**src/rtl/core/uvq_pkg.sv**
```systemverilog
// Package for the unique value queue engine: action and status codes,
// payload structs and sequencer states. No dependencies.
`timescale 1ns / 1ps

package uvq_pkg;

    typedef enum logic [2:0] {
        ACT_ENQ   = 3'd0,
        ACT_DEQ   = 3'd1,
        ACT_EXIST = 3'd2,
        ACT_CLEAR = 3'd3,
        ACT_DUP   = 3'd4,
        ACT_MUL   = 3'd5,
        ACT_REV   = 3'd6,
        ACT_PEEK  = 3'd7
    } t_action;

    typedef enum logic [2:0] {
        STS_OK      = 3'd0,
        STS_FULL    = 3'd1,
        STS_PRESENT = 3'd2,
        STS_EMPTY   = 3'd3,
        STS_FEW     = 3'd4,
        STS_PROD    = 3'd5
    } t_status;

    typedef enum logic [2:0] {
        ST_IDLE,
        ST_SRCH,
        ST_POST,
        ST_RDF,
        ST_RDS,
        ST_MULT,
        ST_DONE
    } t_state;

    typedef struct packed {
        t_action            action;
        logic signed [31:0] value;
    } t_in;

    typedef struct packed {
        t_status            status;
        logic signed [31:0] data;
        logic               found;
        logic               is_empty;
        logic [4:0]         count;
    } t_out;

endpackage

```
**src/rtl/core/unique_value_queue_engine.sv**
```systemverilog
// Top level of the unique value queue engine: sequencer around one entry RAM.
// Depends on uvq_pkg and uvq_ram.
`timescale 1ns / 1ps

// The engine holds up to DEPTH signed 32-bit values in a circular buffer kept
// in one RAM, addressed through a head pointer and a direction bit, so that
// dequeue, push at the front and reverse only move pointers. Each beat on the
// input carries one action and returns exactly one result beat. Clear,
// reverse, every rejected action, and enqueue or exists on an empty queue
// go straight to the result state; dequeue, peek and duplicate first read
// the front entry. Otherwise enqueue, exists and mul scan the held entries
// through the single RAM read port, one entry per cycle; mul reads the two
// front entries ahead of the scan, so the longest action is a mul on a
// queue one short of full. A result that finds the output register still
// occupied waits there until the receiver takes the previous beat. One
// action is in flight at a time; a new beat is taken while the previous
// result still waits on the output.
module unique_value_queue_engine #(
    parameter int DEPTH = 16
) (
    input  logic          i_clk,
    input  logic          i_rst_n,
    input  logic          i_in_valid,
    output logic          o_in_ready,
    input  uvq_pkg::t_in  i_in_data,
    output logic          o_out_valid,
    input  logic          i_out_ready,
    output uvq_pkg::t_out o_out_data
);
    import uvq_pkg::*;

    localparam int PW = (DEPTH > 1) ? $clog2(DEPTH) : 1;
    localparam int CW = $clog2(DEPTH + 1);
    localparam logic [PW:0]   DEPTH_W = (PW + 1)'(DEPTH);
    localparam logic [CW-1:0] DEPTH_C = CW'(DEPTH);

    t_state          r_state, n_state;
    logic [PW-1:0]   r_head, n_head;
    logic            r_dir, n_dir;
    logic [CW-1:0]   r_count, n_count;
    t_action         r_act, n_act;
    logic [31:0]     r_val, n_val;
    logic [31:0]     r_a, n_a;
    logic [CW-1:0]   r_idx, n_idx;
    logic            r_cmp, n_cmp;
    logic            r_hit, n_hit;
    t_status         r_status, n_status;
    logic [31:0]     r_data, n_data;
    logic            r_found, n_found;
    logic            r_out_valid, n_out_valid;
    t_out            r_out, n_out;

    logic            ram_we;
    logic [PW-1:0]   ram_waddr;
    logic [31:0]     ram_wdata;
    logic [PW-1:0]   ram_raddr;
    logic [31:0]     ram_rdata;
    logic [31:0]     prod;

    // Physical slot of the entry at offset off from base, walking in the
    // given direction around the ring.
    function automatic logic [PW-1:0] phys(input logic [PW-1:0] base,
                                           input logic dir,
                                           input logic [PW-1:0] off);
        logic [PW:0] s;
        if (!dir) begin
            s = {1'b0, base} + {1'b0, off};
            if (s >= DEPTH_W) begin
                s = s - DEPTH_W;
            end
        end else begin
            if (off > base) begin
                s = {1'b0, base} + DEPTH_W - {1'b0, off};
            end else begin
                s = {1'b0, base} - {1'b0, off};
            end
        end
        return s[PW-1:0];
    endfunction

    uvq_ram #(
        .WIDTH (32),
        .DEPTH (DEPTH)
    ) u_ram (
        .i_clk   (i_clk),
        .i_we    (ram_we),
        .i_waddr (ram_waddr),
        .i_wdata (ram_wdata),
        .i_raddr (ram_raddr),
        .o_rdata (ram_rdata)
    );

    // Only the low 32 bits of the product are kept.
    assign prod = r_a * ram_rdata;

    always_ff @(posedge i_clk) begin
        if (!i_rst_n) begin
            r_state     <= ST_IDLE;
            r_head      <= '0;
            r_dir       <= 1'b0;
            r_count     <= '0;
            r_out_valid <= 1'b0;
        end else begin
            r_state     <= n_state;
            r_head      <= n_head;
            r_dir       <= n_dir;
            r_count     <= n_count;
            r_out_valid <= n_out_valid;
        end
        r_act    <= n_act;
        r_val    <= n_val;
        r_a      <= n_a;
        r_idx    <= n_idx;
        r_cmp    <= n_cmp;
        r_hit    <= n_hit;
        r_status <= n_status;
        r_data   <= n_data;
        r_found  <= n_found;
        r_out    <= n_out;
    end

    always_comb begin
        n_state     = r_state;
        n_head      = r_head;
        n_dir       = r_dir;
        n_count     = r_count;
        n_act       = r_act;
        n_val       = r_val;
        n_a         = r_a;
        n_idx       = r_idx;
        n_cmp       = r_cmp;
        n_hit       = r_hit;
        n_status    = r_status;
        n_data      = r_data;
        n_found     = r_found;
        n_out       = r_out;
        n_out_valid = r_out_valid && !i_out_ready;
        ram_we      = 1'b0;
        ram_waddr   = r_head;
        ram_wdata   = r_val;
        ram_raddr   = r_head;

        case (r_state)
            ST_IDLE: begin
                if (i_in_valid) begin
                    n_act    = i_in_data.action;
                    n_val    = i_in_data.value;
                    n_status = STS_OK;
                    n_data   = '0;
                    n_found  = 1'b0;
                    n_idx    = '0;
                    n_cmp    = 1'b0;
                    n_hit    = 1'b0;
                    n_state  = ST_DONE;
                    case (i_in_data.action)
                        ACT_ENQ: begin
                            if (r_count == DEPTH_C) begin
                                n_status = STS_FULL;
                            end else if (r_count == '0) begin
                                ram_we    = 1'b1;
                                ram_waddr = r_head;
                                ram_wdata = i_in_data.value;
                                n_count   = CW'(1);
                            end else begin
                                n_state = ST_SRCH;
                            end
                        end
                        ACT_DEQ, ACT_PEEK: begin
                            if (r_count == '0) begin
                                n_status = STS_EMPTY;
                            end else begin
                                n_state = ST_RDF;
                            end
                        end
                        ACT_EXIST: begin
                            if (r_count != '0) begin
                                n_state = ST_SRCH;
                            end
                        end
                        ACT_CLEAR: begin
                            n_count = '0;
                        end
                        ACT_DUP: begin
                            if (r_count == '0) begin
                                n_status = STS_EMPTY;
                            end else if (r_count == DEPTH_C) begin
                                n_status = STS_FULL;
                            end else begin
                                n_state = ST_RDF;
                            end
                        end
                        ACT_MUL: begin
                            if (r_count < CW'(2)) begin
                                n_status = STS_FEW;
                            end else if (r_count == DEPTH_C) begin
                                n_status = STS_FULL;
                            end else begin
                                n_state = ST_RDS;
                            end
                        end
                        ACT_REV: begin
                            if (r_count != '0) begin
                                n_head = phys(r_head, r_dir, PW'(r_count - 1'b1));
                            end
                            n_dir = ~r_dir;
                        end
                        default: begin
                            n_state = ST_DONE;
                        end
                    endcase
                end
            end

            ST_SRCH: begin
                if (r_cmp && ram_rdata == r_val) begin
                    n_hit = 1'b1;
                end
                if (r_idx != r_count) begin
                    ram_raddr = phys(r_head, r_dir, r_idx[PW-1:0]);
                    n_idx     = r_idx + 1'b1;
                    n_cmp     = 1'b1;
                end else begin
                    n_cmp   = 1'b0;
                    n_state = ST_POST;
                end
            end

            ST_POST: begin
                n_state = ST_DONE;
                case (r_act)
                    ACT_ENQ: begin
                        if (r_hit) begin
                            n_status = STS_PRESENT;
                        end else begin
                            ram_we    = 1'b1;
                            ram_waddr = phys(r_head, r_dir, PW'(r_count));
                            ram_wdata = r_val;
                            n_count   = r_count + 1'b1;
                        end
                    end
                    ACT_EXIST: begin
                        n_found = r_hit;
                    end
                    ACT_MUL: begin
                        if (r_hit) begin
                            n_status = STS_PROD;
                        end else begin
                            n_head    = phys(r_head, ~r_dir, PW'(1));
                            ram_we    = 1'b1;
                            ram_waddr = n_head;
                            ram_wdata = r_val;
                            n_count   = r_count + 1'b1;
                        end
                    end
                    default: begin
                        n_state = ST_DONE;
                    end
                endcase
            end

            ST_RDF: begin
                n_state = ST_DONE;
                case (r_act)
                    ACT_DEQ: begin
                        n_data  = ram_rdata;
                        n_head  = phys(r_head, r_dir, PW'(1));
                        n_count = r_count - 1'b1;
                    end
                    ACT_DUP: begin
                        n_head    = phys(r_head, ~r_dir, PW'(1));
                        ram_we    = 1'b1;
                        ram_waddr = n_head;
                        ram_wdata = ram_rdata;
                        n_count   = r_count + 1'b1;
                    end
                    default: begin
                        n_data = ram_rdata;
                    end
                endcase
            end

            ST_RDS: begin
                n_a       = ram_rdata;
                ram_raddr = phys(r_head, r_dir, PW'(1));
                n_state   = ST_MULT;
            end

            ST_MULT: begin
                n_val   = prod;
                n_idx   = '0;
                n_cmp   = 1'b0;
                n_hit   = 1'b0;
                n_state = ST_SRCH;
            end

            ST_DONE: begin
                if (!r_out_valid || i_out_ready) begin
                    n_out_valid    = 1'b1;
                    n_out.status   = r_status;
                    n_out.data     = r_data;
                    n_out.found    = r_found;
                    n_out.is_empty = (r_count == '0);
                    n_out.count    = 5'(r_count);
                    n_state        = ST_IDLE;
                end
            end

            default: begin
                n_state = ST_IDLE;
            end
        endcase
    end

    assign o_in_ready  = (r_state == ST_IDLE);
    assign o_out_valid = r_out_valid;
    assign o_out_data  = r_out;

`ifndef NO_ASSERTIONS
    a_count_bound: assert property (@(posedge i_clk) disable iff (!i_rst_n)
        r_count <= DEPTH_C)
        else $error("fill count exceeds depth");

    a_clear_empties: assert property (@(posedge i_clk) disable iff (!i_rst_n)
        (i_in_valid && o_in_ready && i_in_data.action == ACT_CLEAR) |=> (r_count == '0))
        else $error("clear did not empty the queue");

    a_scan_bound: assert property (@(posedge i_clk) disable iff (!i_rst_n)
        (r_state == ST_SRCH) |-> (r_idx <= r_count))
        else $error("scan index ran past the held entries");

    a_err_no_data: assert property (@(posedge i_clk) disable iff (!i_rst_n)
        (o_out_valid && o_out_data.status != STS_OK) |-> (o_out_data.data == '0))
        else $error("rejected action returned data");
`endif

endmodule

```
**src/rtl/core/uvq_ram.sv**
```systemverilog
// Generic simple dual-port RAM with one write port and a registered read.
// Depends on nothing.
`timescale 1ns / 1ps

module uvq_ram #(
    parameter int WIDTH = 32,
    parameter int DEPTH = 16
) (
    input  logic                     i_clk,
    input  logic                     i_we,
    input  logic [$clog2(DEPTH)-1:0] i_waddr,
    input  logic [WIDTH-1:0]         i_wdata,
    input  logic [$clog2(DEPTH)-1:0] i_raddr,
    output logic [WIDTH-1:0]         o_rdata
);

    logic [WIDTH-1:0] r_mem [DEPTH];
    logic [WIDTH-1:0] r_rdata;

    always_ff @(posedge i_clk) begin
        if (i_we) begin
            r_mem[i_waddr] <= i_wdata;
        end
        r_rdata <= r_mem[i_raddr];
    end

    assign o_rdata = r_rdata;

endmodule
```
**config.mk**
```make
export PLATFORM = sky130hd
export DESIGN_NAME = unique_value_queue_engine
export DESIGN_NICKNAME = d
export VERILOG_FILES = /design/src/rtl/core/uvq_pkg.sv /design/src/rtl/core/unique_value_queue_engine.sv /design/src/rtl/core/uvq_ram.sv
export SDC_FILE = /design/constraint.sdc
export NUM_CORES = 2
export LEC_CHECK = 0
export BUFFER_PORTS_ARGS = -buffer_cell sky130_fd_sc_hd__buf_2
export CORE_UTILIZATION = 36
export CTS_BUF_LIST = sky130_fd_sc_hd__clkbuf_8
export DETAILED_ROUTE_END_ITERATION = 8
export PLACE_DENSITY = 0.61
export REMOVE_ABC_BUFFERS = 1
export SETUP_SLACK_MARGIN = 0.5
export SLEW_MARGIN = 20
export SYNTH_ARGS = -nofsm -noshare
export SYNTH_HDL_FRONTEND = slang
export SYNTH_SLANG_ARGS = --single-unit
```
**constraint.sdc**
```tcl
create_clock -name i_clk -period 6.8 [get_ports i_clk]
set_input_delay 0.68 -clock i_clk [delete_from_list [all_inputs] [get_ports i_clk]]
set_output_delay 0.68 -clock i_clk [all_outputs]
set_load 0.03 [all_outputs]
```
# After elaboration in Yosys (flattened, before gate mapping)
# Memories as Yosys holds them, arrays and structs flattened. A register that Yosys moved wholly into a read port is not among the register bits.
# Cells that the tools add are included.
# classes
n_reduce_logical,31
n_mux,90
n_mul,1
magnitude_cmp,9
n_eq_ne,39
add_sub_neg,20
bitwise_logic,1
# op_table
operator,count
32-bit two-way mux,8
32-bit case mux with 2 select lines,3
4-bit two-way mux,21
3-bit two-way mux,14
5-bit two-way mux,7
32-bit equality test,1
32-bit by 32-bit multiplier with 32-bit output,1
4-bit case mux with 2 select lines,4
5-bit case mux with 3 select lines,2
"3-bit equality test, second input constant",9
"4-bit by 1-bit subtractor with 4-bit output, second input constant",6
4-bit subtractor,6
"5-bit greater-or-equal comparator, second input constant",4
5-bit case mux with 2 select lines,2
"2-bit inequality test, second input constant",9
3-bit case mux with 6 select lines,1
3-bit AND reduction,6
1-bit two-way mux,16
4-bit by 4-bit adder with 5-bit output,3
"3-bit by 2-bit equality test with 1-bit output, second input constant",5
3-bit case mux with 5 select lines,1
4-bit > comparator,3
"3-bit inequality test, second input constant",4
3-bit case mux with 2 select lines,2
other kinds (31),53
# totals
mem_count,1
out_inout_bits,44
reg_bits,166
ramBits,512
inputBits,39
# memory_table
memory,depth,word_bits,read_ports,rd_ports_with_merged_regs,wr,line_no,text
u_ram.r_mem,16,32,1,1,1,uvq_ram.sv:17,logic [WIDTH-1:0] r_mem [DEPTH];

# Logic depth before layout (Yosys ltp)
# depth
ltp_word,9
ltp_mapped,26

# Modules after synthesis
# From an unflattened synthesis, not the netlist that was laid out.
# hier_totals
hier_cells,3327
hier_area_um2,43993.4
# by_module_without_submodules
module,cells_per_inst,area_per_inst_um2,n_inst,seq_area_each_um2
unique_value_queue_engine,2489,24139.4,1,4844.6
uvq_ram,838,19854.0,1,16015.4

# Worst setup path after synthesis
# No wires, ideal clock.
# synth_timing
path_kind,register to register
startpoint,reg r_a[12]
endpoint,reg r_val[30] (data pin)
setup_ns,0.265
path_stages_with_launch,25
required_time_ns,6.535
arrival_ns,6.627
path_buffers,2
slack_ns,-0.092
path_cell_list,edfxtp_1 > clkbuf_1 > clkbuf_1 > and2_1 > fa_1 > fa_1 > fa_1 > inv_1 > fa_1 > inv_1 > fa_1 > inv_1 > fa_1 > inv_1 > fa_1 > fa_1 > ha_1 > a21o_1 > a21o_1 > a21oi_1 > o21ai_0 > a21oi_1 > a21oi_1 > o31a_1 > or3_1
# synth_between
elab_chain_cells,2
# synth_lines
element,line_no,text
start: declaration,unique_value_queue_engine.sv:43,"logic [31:0] r_a, n_a;"
start signal: assignment,unique_value_queue_engine.sv:112,r_a <= n_a;
32-bit by 32-bit multiplier with 32-bit output,unique_value_queue_engine.sv:94,assign prod = r_a * ram_rdata;
32-bit case mux with 2 select lines,unique_value_queue_engine.sv:143,case (r_state)
via n_val[30],unique_value_queue_engine.sv:42,"logic [31:0] r_val, n_val;"
end signal: assignment,unique_value_queue_engine.sv:111,r_val <= n_val;
end: declaration,unique_value_queue_engine.sv:42,
# The timed path passes the listed nets, and every way through them passes these cells.
# A chain may end at the register's enable or synchronous reset.

# Worst setup path in the final report
# layout_timing
startpoint,reg r_a[13]
endpoint,reg r_val[31] (data pin)
# The elaborated chain is that of the path after synthesis.

==> flow_metrics.py <==
metrics = {
    "outcome": {
        "run_status": "complete, but fails checks",
        "failing_checks": "setup timing",
    },
    "layout": {
        "layout.area.seq_um2": 20900,
        "layout_common_cells": "664 x sky130_fd_sc_hd__edfxtp_1, 486 x sky130_fd_sc_hd__mux2i_1, 425 x sky130_fd_sc_hd__inv_1, 392 x sky130_fd_sc_hd__fa_1, 375 x sky130_fd_sc_hd__nand2_1",
        "utilization": 0.424,
        "fillerInstances": 11647,
        "design.final.nets": 4532,
        "layout.cells.most_common": "sky130_fd_sc_hd__edfxtp_1",
        "final_layout_size_suffix_gt1_frac": 0.186,
        "finish.cell_count_without_fillers": 5695,
        "synthToLayoutAreaGrowth_pct": 16.6,
        "multiInputGateArea_um2": 23400,
    },
    "setup_path": {
        "crit_start": "r_a[13]$_DFFE_PP_",
        "setup.reg_to_reg.worst_slack_ns": -0.06,
        "timing.reg2reg.worst_path_depth": 21,
        "critPathCapture": "r_val[31]$_DFFE_PP_",
        "kind_of_capture_point_of_the_worst_setup_path": "flop",
        "worst_r2r_startpoint": "r_a[13]$_DFFE_PP_",
        "critPathKind": "reg -> reg",
        "worstReg2RegEnd": "r_val[31]$_DFFE_PP_",
        "crit_required_ns": 7.30,
        "worstSetupStartpointType": "flop",
        "worst-path-max-fanout": 5,
        "arrival_ns": 7.36,
    },
    "cts": {
        "tritoncts": "built",
        "cts_clk_pin_slew_worst_paths_ns": 0.07,
        "clkSinkCount": 710,
        "ctsHoldBuffers": 0,
        "worst_skew_pair.late_latency_ns": 0.80,
        "clock_tree.root_cell": "sky130_fd_sc_hd__clkbuf_8",
        "maximum_buffer_depth_of_the_clock_tree": 3,
        "htree_num_levels": 3,
        "cts_inserted_buffers": 116,
    },
    "sta": {
        "max_freq_mhz": 146,
        "post-route-worst-setup-slack_ns": -0.0593,
        "final-hold-violation-count": 0,
        "worst_slew_margin_rel": 0.268,
        "finClkSkew_ns": 0.0413,
        "timing_max_transition_violations_final": 0,
        "holdWs_ns": 0.173,
        "setup-tns-final_ns": -0.143,
        "worst-slew-pin-transition_ns": 1.10,
        "report.final.setup_viol": 4,
        "finalCriticalPeriod_ns": 6.86,
        "final.period_utilization": 1.01,
        "rsz0062_at_grt": "true",
    },
    "routing": {
        "drt-vias-per-instance": 5.08,
        "routed_wirelength_um": 126000,
        "drc": 0,
        "average_wire_per_standard_cell_um": 22.2,
        "drt.antenna.violating_nets": 0,
        "dr_total_vias": 28905,
        "detail_route.first_pass.iterations": 7,
        "drt_first_iter_violations": 2260,
    },
    "global_route": {
        "grt_pass1_wl_um": 190000,
        "grt_start_max_net_pins": 97,
        "grt_pass1_vias": 30239,
        "antenna_violations_before_repair": 5,
        "grtUsageTotal": 0.196,
        "grt.overflow.total": 0,
    },
    "logic_synthesis": {
        "dominant_cell_type_by_area_after_synthesis": "sky130_fd_sc_hd__edfxtp_1",
        "netlist_top_cells_area": "sky130_fd_sc_hd__edfxtp_1 43%, sky130_fd_sc_hd__fa_1 18%, sky130_fd_sc_hd__mux2i_1 11%",
        "async_reset_ff_frac": 0,
        "synthesis.area_per_instance_um2": 12.6,
        "syn_inst_count": 3649,
        "synth_cell_type_count": 76,
        "synth.top_cell.area_share": 0.434,
        "ys.flop_type": "sky130_fd_sc_hd__edfxtp_1",
        "synth_enable_flop_cells": 664,
        "yosysWarningCount": 0,
        "synth.cell_area_um2": 45900,
        "ys_ff_latch": 710,
        "yosysSeqAreaShare": 0.455,
    },
    "floorplanning": {
        "die-width_um": 359,
        "fp.dieH_um": 359,
        "core_region_area_um2": 126000,
        "floorplan.initialDensity": 0.364,
        "io_pins": 83,
        "floorplan.rows": 130,
        "die_area_um2": 129000,
    },
    "placement": {
        "globalplace.congestion": 0.927,
        "place.port_buffers": 82,
        "hpwlAfterDp_um": 90300,
        "post-place-cells": 5441,
    },
    "run": {
        "max-cap-violations": 0,
    },
    "hold_path": {
        "hp-class": "in -> reg",
    },
}
==> critical path, cell delays in order (launching register included) <==
cell and delay, ns:
sky130_fd_sc_hd__edfxtp_1 0.48, sky130_fd_sc_hd__buf_4 0.18, sky130_fd_sc_hd__and2_1 0.16, sky130_fd_sc_hd__fa_1 0.48
sky130_fd_sc_hd__inv_1 0.06, sky130_fd_sc_hd__fa_2 0.53, sky130_fd_sc_hd__fa_1 0.45, sky130_fd_sc_hd__fa_1 0.55
sky130_fd_sc_hd__inv_1 0.05, sky130_fd_sc_hd__fa_1 0.45, sky130_fd_sc_hd__ha_1 0.30, sky130_fd_sc_hd__fa_1 0.52
sky130_fd_sc_hd__fa_1 0.43, sky130_fd_sc_hd__ha_1 0.36, sky130_fd_sc_hd__nand3_4 0.10, sky130_fd_sc_hd__o41ai_4 0.50
sky130_fd_sc_hd__o211ai_1 0.20, sky130_fd_sc_hd__buf_4 0.19, sky130_fd_sc_hd__a31oi_4 0.21, sky130_fd_sc_hd__o21ai_2 0.11
sky130_fd_sc_hd__xnor2_2 0.18, sky130_fd_sc_hd__o21ai_1 0.07
==> kinds of logic (layout without fill, tap and decap cells) <==
kind of cell,Yosys count,after routing,share of synthesized area
simple gates,918,918,0.100
flops,710,710,0.455
buf+inv,614,1006,0.0603
fa+ha+maj,550,550,0.217
mux,489,489,0.107
compound gates,226,226,0.0332
xor+xnor,142,142,0.0279
other cells,0,4,0
==> through the flow <==
stage / setup WS [ns] / area [µm²]
global route: -0.261 / 53500
finish: -0.0593 / 53500
detailed placement: -0.337 / 49700
CTS: -0.0315 / 53100
global placement: -0.314 / 49700
floorplan: -24.57 / 44700
==> how the worst min path moves through the flow <==
stage | cells after the start | endpoint | from | slack (ns)
floorplan | 0 | o_out_data[10]$_DFFE_PP_ | r_data[3]$_SDFFCE_PN0P_ | 0.40
global placement | 0 | o_out_data[26]$_DFFE_PP_ | r_data[19]$_SDFFCE_PN0P_ | 0.40
detailed placement | 0 | o_out_data[16]$_DFFE_PP_ | r_data[9]$_SDFFCE_PN0P_ | 0.40
CTS | 3 | r_val[14]$_DFFE_PP_ | i_in_data[14] | 0.11
global route | 3 | r_val[14]$_DFFE_PP_ | i_in_data[14] | 0.13
finish | 3 | r_val[14]$_DFFE_PP_ | i_in_data[14] | 0.17
==> cell type report <==
class	instances	area share
clock buffers	130	0.0334
clock inverters	86	0.0109
repair buffers	384	0.0610
diodes	4	0.000187
inverters	406	0.0285
well taps	1650	0.0386
multi-input cells	2325	0.437
flip-flops and latches	710	0.390
==> sequential cells by signal, summed over array words and instances, names as in the netlist, 3 cells and up <==
signal and count:
u_ram.r_mem 512, r_val 32, r_idx 5, r_state 3, r_act 3, r_status 3
r_a 32, u_ram.o_rdata 32, r_count 5, r_head 4, o_out_data 42, r_data 32
==> routing by layer <==
layer  up-vias  share of wire  track usage  wire, µm
li1      12877              -            -         -
met1     14925           0.43        0.267     54600
met2       914           0.47        0.317     59000
met3       185          0.073       0.0396      9220
met4         4          0.027       0.0551      3400
met5         -        0.00016            0        20
==> cell usage after synthesis, types with 7 or more instances <==
| library cell | count |
|---|---|
| sky130_fd_sc_hd__o21a_1 | 7 |
| sky130_fd_sc_hd__a22oi_1 | 34 |
| sky130_fd_sc_hd__buf_1 | 8 |
| sky130_fd_sc_hd__edfxtp_1 | 664 |
| sky130_fd_sc_hd__a21o_1 | 19 |
| sky130_fd_sc_hd__o21ai_0 | 53 |
| sky130_fd_sc_hd__or3_1 | 9 |
| sky130_fd_sc_hd__buf_6 | 7 |
| sky130_fd_sc_hd__inv_1 | 404 |
| sky130_fd_sc_hd__fa_1 | 411 |
| sky130_fd_sc_hd__and2_1 | 312 |
| sky130_fd_sc_hd__ha_1 | 139 |
| sky130_fd_sc_hd__nand4_1 | 10 |
| sky130_fd_sc_hd__clkbuf_1 | 146 |
| sky130_fd_sc_hd__nor2_1 | 72 |
| sky130_fd_sc_hd__nand3_1 | 29 |
| sky130_fd_sc_hd__a21oi_1 | 38 |
| sky130_fd_sc_hd__a31oi_1 | 7 |
| sky130_fd_sc_hd__buf_12 | 22 |
| sky130_fd_sc_hd__nor2b_1 | 10 |
| sky130_fd_sc_hd__nor3_1 | 19 |
| sky130_fd_sc_hd__xor2_1 | 37 |
| sky130_fd_sc_hd__nand2_1 | 378 |
| sky130_fd_sc_hd__buf_2 | 19 |
| sky130_fd_sc_hd__nand2b_1 | 11 |
| sky130_fd_sc_hd__xnor2_1 | 101 |
| sky130_fd_sc_hd__nor4_1 | 8 |
| sky130_fd_sc_hd__mux2i_1 | 486 |
| sky130_fd_sc_hd__dfxtp_1 | 46 |
| sky130_fd_sc_hd__and3_1 | 41 |
==> what timing repair did <==
| action | CTS | global route |
|---|---|---|
| buffers inserted | 22 | 10 |
| endpoints found under the setup margin | 20 | 20 |
| gates resized for setup | 169 | 66 |
| pin swaps | 99 | 64 |
| cloned | 1 | 0 |
Power is not shown: default switching activity piles up to over one toggle a cycle in this logic, so the estimate is an artifact.
